### src/sv/dxtbd_pkg.sv
// ----------------------------------------------------------------------------
// dxtbd_pkg
// Shared types, format codes and small arithmetic helpers for the DXT block
// decoder: 565 endpoint expansion and constant divides by reciprocal.
// ----------------------------------------------------------------------------
package dxtbd_pkg;

    localparam logic [1:0] FMT_COLOR_ONLY     = 2'd0;
    localparam logic [1:0] FMT_ALPHA_EXPLICIT = 2'd1;
    localparam logic [1:0] FMT_ALPHA_INTERP   = 2'd2;

    typedef struct packed {
        logic [7:0] blue;
        logic [7:0] green;
        logic [7:0] red;
    } t_rgb;

    typedef struct packed {
        t_rgb [3:0]       color;
        logic [7:0][7:0]  atab;
    } t_pal;

    function automatic logic [7:0] exp5(input logic [4:0] v);
        return {v, v[4:2]};
    endfunction

    function automatic logic [7:0] exp6(input logic [5:0] v);
        return {v, v[5:4]};
    endfunction

    // floor(x/3) for x < 768
    function automatic logic [7:0] div3(input logic [9:0] x);
        logic [20:0] p;
        p = {11'd0, x} * 21'd683;
        return p[18:11];
    endfunction

    // floor(x/5) for x < 1280
    function automatic logic [7:0] div5(input logic [10:0] x);
        logic [21:0] p;
        p = {11'd0, x} * 22'd1639;
        return p[20:13];
    endfunction

    // floor(x/7) for x < 1792
    function automatic logic [7:0] div7(input logic [10:0] x);
        logic [22:0] p;
        p = {12'd0, x} * 23'd2341;
        return p[21:14];
    endfunction

endpackage

### src/sv/dxtbd_palette.sv
// ----------------------------------------------------------------------------
// dxtbd_palette
// Builds the four-entry color palette and the eight-entry alpha table of one
// compressed block.
// ----------------------------------------------------------------------------
module dxtbd_palette (
    input  logic [63:0]      i_alpha_half,
    input  logic [63:0]      i_color_half,
    input  logic [1:0]       i_fmt,
    output dxtbd_pkg::t_pal  o_pal
);

    logic [15:0]      c0;
    logic [15:0]      c1;
    logic             four;
    dxtbd_pkg::t_rgb  e0;
    dxtbd_pkg::t_rgb  e1;
    logic [7:0]       a0;
    logic [7:0]       a1;

    assign c0   = i_color_half[15:0];
    assign c1   = i_color_half[31:16];
    assign four = (i_fmt != dxtbd_pkg::FMT_COLOR_ONLY) || (c0 > c1);
    assign a0   = i_alpha_half[7:0];
    assign a1   = i_alpha_half[15:8];

    assign e0.red   = dxtbd_pkg::exp5(c0[15:11]);
    assign e0.green = dxtbd_pkg::exp6(c0[10:5]);
    assign e0.blue  = dxtbd_pkg::exp5(c0[4:0]);
    assign e1.red   = dxtbd_pkg::exp5(c1[15:11]);
    assign e1.green = dxtbd_pkg::exp6(c1[10:5]);
    assign e1.blue  = dxtbd_pkg::exp5(c1[4:0]);

    always_comb begin
        logic [2:0][7:0] v0;
        logic [2:0][7:0] v1;
        logic [8:0]      half;
        logic [10:0]     s;
        o_pal = '0;
        half  = '0;
        s     = '0;
        v0 = e0;
        v1 = e1;
        o_pal.color[0] = e0;
        o_pal.color[1] = e1;
        for (int k = 0; k < 3; k++) begin
            if (four) begin
                o_pal.color[2][k*8 +: 8] =
                    dxtbd_pkg::div3({1'b0, v0[k], 1'b0} + {2'b0, v1[k]});
                o_pal.color[3][k*8 +: 8] =
                    dxtbd_pkg::div3({2'b0, v0[k]} + {1'b0, v1[k], 1'b0});
            end else begin
                half = {1'b0, v0[k]} + {1'b0, v1[k]};
                o_pal.color[2][k*8 +: 8] = half[8:1];
                o_pal.color[3][k*8 +: 8] = 8'd0;
            end
        end

        o_pal.atab[0] = a0;
        o_pal.atab[1] = a1;
        if (a0 > a1) begin
            for (int k = 1; k < 7; k++) begin
                s = {3'd0, a0} * 11'(7 - k) + {3'd0, a1} * 11'(k);
                o_pal.atab[k + 1] = dxtbd_pkg::div7(s);
            end
        end else begin
            for (int k = 1; k < 5; k++) begin
                s = {3'd0, a0} * 11'(5 - k) + {3'd0, a1} * 11'(k);
                o_pal.atab[k + 1] = dxtbd_pkg::div5(s);
            end
            o_pal.atab[6] = 8'd0;
            o_pal.atab[7] = 8'd255;
        end
    end

endmodule

### src/sv/dxt_block_decoder_core.sv
// ----------------------------------------------------------------------------
// dxt_block_decoder_core
// DXT1/DXT3/DXT5 block decoder: one compressed 4x4 block in, sixteen
// texels out in row-major order.
//
//   channel   dir  width  per beat
//   s_axis    in   128    one compressed block (alpha half, color half)
//   m_axis    out  40     one decoded texel, tlast on texel 15
//   cfg       in   2      block format, written while idle
//
// A block is captured in the input register, then its palette is built
// into the decode register, which emits one texel per cycle through the
// output register whenever that register is empty or being taken. The first
// texel is offered from the output register after passing the input and
// decode registers. The next block loads while the current one drains.
// Reset clears all valid flags and the format to DXT1.
// ----------------------------------------------------------------------------
module dxt_block_decoder_core (
    input  logic        i_clk,
    input  logic        i_rst_n,
    input  logic        i_cfg_we,
    input  logic [1:0]  i_cfg_wdata,
    input  logic        i_s_axis_tvalid,
    output logic        o_s_axis_tready,
    input  logic [127:0] i_s_axis_tdata,  // alpha_half[63:0], color_half[127:64]
    output logic        o_m_axis_tvalid,
    input  logic        i_m_axis_tready,
    output logic [39:0] o_m_axis_tdata,   // texel_index[3:0], red[11:4],
                                          // green[19:12], blue[27:20],
                                          // alpha[35:28], zero[39:36]
    output logic        o_m_axis_tlast    // last_texel
);

    logic [1:0]        r_fmt;

    logic              r_s1_valid;
    logic [63:0]       r_s1_alpha;
    logic [63:0]       r_s1_color;

    logic              r_s2_valid;
    dxtbd_pkg::t_pal   r_s2_pal;
    logic [31:0]       r_s2_cidx;
    logic [63:0]       r_s2_nib;
    logic [47:0]       r_s2_aidx;
    logic [3:0]        r_s2_cnt;

    logic              r_out_valid;
    logic [35:0]       r_out_data;
    logic              r_out_last;

    dxtbd_pkg::t_pal   pal;
    logic              out_adv;
    logic              emit;
    logic              s2_done;
    logic              s2_load;
    logic              s1_free;
    logic              accept;
    dxtbd_pkg::t_rgb   texel_rgb;
    logic [7:0]        texel_opacity;

    dxtbd_palette u_palette (
        .i_alpha_half (r_s1_alpha),
        .i_color_half (r_s1_color),
        .i_fmt        (r_fmt),
        .o_pal        (pal)
    );

    assign out_adv = !r_out_valid || i_m_axis_tready;
    assign emit    = r_s2_valid && out_adv;
    assign s2_done = emit && (r_s2_cnt == 4'd15);
    assign s2_load = r_s1_valid && (!r_s2_valid || s2_done);
    assign s1_free = !r_s1_valid || s2_load;
    assign accept  = i_s_axis_tvalid && s1_free;

    assign o_s_axis_tready = s1_free;
    assign o_m_axis_tvalid = r_out_valid;
    assign o_m_axis_tdata  = {4'd0, r_out_data};
    assign o_m_axis_tlast  = r_out_last;

    always_comb begin
        texel_rgb = r_s2_pal.color[r_s2_cidx[1:0]];
        case (r_fmt)
            dxtbd_pkg::FMT_COLOR_ONLY:     texel_opacity = 8'd255;
            dxtbd_pkg::FMT_ALPHA_EXPLICIT: texel_opacity = {r_s2_nib[3:0], r_s2_nib[3:0]};
            default:                       texel_opacity = r_s2_pal.atab[r_s2_aidx[2:0]];
        endcase
    end

    always_ff @(posedge i_clk) begin
        if (!i_rst_n) begin
            r_fmt <= dxtbd_pkg::FMT_COLOR_ONLY;
        end else if (i_cfg_we) begin
            r_fmt <= i_cfg_wdata;
        end
    end

    // input register
    always_ff @(posedge i_clk) begin
        if (!i_rst_n) begin
            r_s1_valid <= 1'b0;
        end else if (s1_free) begin
            r_s1_valid <= i_s_axis_tvalid;
        end
        if (accept) begin
            r_s1_alpha <= i_s_axis_tdata[63:0];
            r_s1_color <= i_s_axis_tdata[127:64];
        end
    end

    // decode register: hold palette, advance texel indices per beat
    always_ff @(posedge i_clk) begin
        if (!i_rst_n) begin
            r_s2_valid <= 1'b0;
            r_s2_cnt   <= 4'd0;
        end else if (s2_load) begin
            r_s2_valid <= 1'b1;
            r_s2_cnt   <= 4'd0;
        end else if (emit) begin
            r_s2_valid <= !s2_done;
            r_s2_cnt   <= r_s2_cnt + 4'd1;
        end
        if (s2_load) begin
            r_s2_pal  <= pal;
            r_s2_cidx <= r_s1_color[63:32];
            r_s2_nib  <= r_s1_alpha;
            r_s2_aidx <= r_s1_alpha[63:16];
        end else if (emit) begin
            r_s2_cidx <= {2'd0, r_s2_cidx[31:2]};
            r_s2_nib  <= {4'd0, r_s2_nib[63:4]};
            r_s2_aidx <= {3'd0, r_s2_aidx[47:3]};
        end
    end

    // output register
    always_ff @(posedge i_clk) begin
        if (!i_rst_n) begin
            r_out_valid <= 1'b0;
        end else if (out_adv) begin
            r_out_valid <= r_s2_valid;
        end
        if (emit) begin
            r_out_data <= {texel_opacity, texel_rgb.blue, texel_rgb.green,
                           texel_rgb.red, r_s2_cnt};
            r_out_last <= (r_s2_cnt == 4'd15);
        end
    end

endmodule

### config.mk
export PLATFORM = sky130hd
export DESIGN_NAME = dxt_block_decoder_core
export DESIGN_NICKNAME = d
export VERILOG_FILES = /design/src/sv/dxtbd_pkg.sv /design/src/sv/dxtbd_palette.sv /design/src/sv/dxt_block_decoder_core.sv
export SDC_FILE = /design/constraint.sdc
export NUM_CORES = 2
export LEC_CHECK = 0
export BUFFER_PORTS_ARGS = -buffer_cell sky130_fd_sc_hd__buf_2
export CAP_MARGIN = 10
export CORE_ASPECT_RATIO = 0.7
export CORE_MARGIN = 5
export CORE_UTILIZATION = 40
export DETAILED_ROUTE_END_ITERATION = 7
export GPL_TIMING_DRIVEN = 0
export MAX_ROUTING_LAYER = met4
export PLACE_DENSITY = 0.64
export SETUP_SLACK_MARGIN = 0.15
export SLEW_MARGIN = 20
export SYNTH_ARGS = -nofsm -noshare
export SYNTH_HDL_FRONTEND = slang
export SYNTH_HIERARCHICAL = 1
export SYNTH_SLANG_ARGS = --single-unit
### constraint.sdc
create_clock -name i_clk -period 11.5 [get_ports i_clk]
set_input_delay 2.3 -clock i_clk [delete_from_list [all_inputs] [get_ports i_clk]]
set_output_delay 2.3 -clock i_clk [all_outputs]
set_load 0.05 [all_outputs]
==> results.cfg <==
[die]
core_sq_mm = 0.128
die-width_microns = 438
start_util = 0.401
std_cell_rows = 110
dieArea_sq_mm = 0.136
chipHeight_microns = 310
ios = 178

[setup_path]
worstPathMaxFanout = 15
slowest_delay_ps = 1070
crit_required_ps = 11840
crit_type = flip-flop to flip-flop
r2r_start = r_s1_alpha[1]
cp-end-kind = flip-flop
rrSetupSlack_ps = 2220
worstSetupStartpointType = flip-flop
r2r_cells = 29
arrival_ps = 9620
critPathSlowestCell = edfxtp_1
timing.rr.end = r_s2_pal[30]

[synthesis]
syn_area_per_cell_sq_um = 11.8
ys_ff_latch = 475
synth_cell_types = 92
synthTopCellsByCount = ha_1 (1156), inv_1 (691), edfxtp_1 (466)
ys_warn_count = 6
synth_edf_count = 466
synth.most_common_cell = ha_1
async_reset_ff_frac = 0
yosys-top-cells-area = ha_1 (28%), edfxtp_1 (27%), fa_1 (15%), inv_1 (5.1%), xnor2_1 (3.4%)
synthCells = 4349
synth_area_leader_cell = ha_1
synth_top_area_frac = 0.282
ys.flop_type = edfxtp_1
seq_area_frac_synth = 0.276
synth_area_sq_mm = 0.0513

[global_route]
gr-usage-all-layers = 0.180
grt_max_degree = 97
grt_pass1_vias = 32393
grt_pass1_wl_mm = 185
grt_antenna_before_repair = 3
grt-ovfl-total = 0

[routing]
drt.antenna.violating_nets = 0
wl_per_cell_microns = 18.7
drt_iter0_drc = 2478
vias = 32304
routed_via_density = 5.11
drc_errors = 0
wl_mm = 118
detail_route.first_pass.iterations = 5

[finish]
register_area_sq_mm = 0.0142
fill_cells = 11792
multiInputGateArea_sq_mm = 0.0337
fin_util = 0.440
finalNonFillerCells = 6318
drive_above_1_share = 0.121
nNetsFinal = 6270
syn2layout_area_growth_pct = 9.79

[sta]
fmax_mhz = 108
slew_viol_final = 0
min_period_ps = 9280
holdWs_ps = 507
period_share = 0.807
rsz0062_at_grt = no
maxSlewHeadroom = 0.214
finalHoldViolations = 0
setup_viol = 0
worst_pin_slew_ps = 1180
fin_skew_ps = 16.6

[cts]
clock_latency_ps = 640
cts_made_buffers = 51
clockBufferDepth = 3
cts_resized = 0
clk_pin_slew_worst_paths_ps = 60
cts_hold_buf = 0
clockRootBuffer = clkbuf_16
cts_tree = yes
cts.htree.levels = 2
clock_sink_count = 475
cts_setup_buffers = 0

[place]
io_buffers = 173
gp_congestion = 0.905
numPlacedInstances = 6221
hpwl_mm = 97.8

[hold_path]
hold_path.class = flip-flop to flip-flop
min_to = r_out_data[1]
hold_depth = 0
hold_start = r_s2_cnt[1]

[run]
max_cap_viol_count = 0

[status]
status = complete, no violations
-- placed cells by master, fill, tap and decap left out, types with 50 or more instances in the layout --
cell type	Yosys	final
ha_1	1156	1156
inv_1	691	690
edfxtp_1	466	466
fa_1	385	385
xnor2_1	199	199
a21oi_1	184	184
buf_2	7	180
nor2_1	138	138
mux2_4	100	100
nand2_1	96	96
xor2_1	84	84
o21ai_0	81	79
buf_4	71	71
o21bai_1	57	57
a21o_1	55	55
clkbuf_16	0	51
nor3_1	50	50
-- per-stage QoR --
step,TNS [ps],cell area [sq um],setup slack [ps]
6_report,0,56300,2220
5_1_grt,0,56300,1770
4_1_cts,0,56300,2280
3_5_place_dp,0,54700,2350
3_3_place_gp,-704710,54300,-5040
2_1_floorplan,0,51300,360
-- cells by family after synthesis --
kind of cell	after synthesis	share of synthesized area
AOI/OAI and AO/OA	576	0.0736
xor gates and xnor gates	287	0.0498
adders and majority gates	1541	0.432
buffers and inverters	805	0.0671
DFF	475	0.276
muxes	195	0.0566
other	1	0.0000731
and+or+nand+nor	469	0.0445
-- registers in the layout, indices dropped and copies added, names as in the netlist --
signal	flops
r_s1_color	64
r_s2_nib	62
r_s1_valid	1
r_s2_pal	160
o_m_axis_tvalid	1
r_s2_aidx	47
r_s2_cidx	32
r_s2_cnt	4
r_s2_valid	1
o_m_axis_tlast	1
r_out_data	36
r_fmt	2
r_s1_alpha	64
-- critical path, delay by kind of cell (launching register included) --
kind	cells	cell delay (ps)
fa+ha+maj	9	4090
compound gates	8	1450
xor+xnor	3	1090
flops	1	1070
mux	1	540
simple gates	3	380
buf+inv	5	350
-- layer usage --
metal	part of all wire	track usage
met3	0.056	0.0240
met4	0.016	0.0315
met5	0	-
met1	0.52	0.275
met2	0.41	0.254
-- worst max-delay path by stage --
stage / endpoint / slack, ps / startpoint / cells after the start
3_5_place_dp: r_s2_pal[30] / 2350 / r_s1_alpha[1] / 29
3_3_place_gp: r_s2_cidx[18] / -5040 / r_s1_valid / 2
4_1_cts: r_s2_pal[30] / 2280 / r_s1_alpha[1] / 29
6_report: r_s2_pal[30] / 2220 / r_s1_alpha[1] / 29
2_1_floorplan: r_s2_aidx[0] / 360 / r_s1_valid / 2
5_1_grt: r_s2_pal[30] / 1770 / r_s1_alpha[1] / 29
-- final cells by class --
class | instances | share of cell area
multi-input combinational | 3072 | 0.599
sequential | 475 | 0.252
inverter | 692 | 0.0462
tap | 1680 | 0.0373
clock buffer | 54 | 0.0229
timing repair buffer | 189 | 0.0219
buffer | 113 | 0.0150
clock inverter | 38 | 0.00629
antenna | 5 | 0.000222
Power is not shown: default switching activity piles up to over one toggle a cycle in this logic, so the estimate is an artifact.
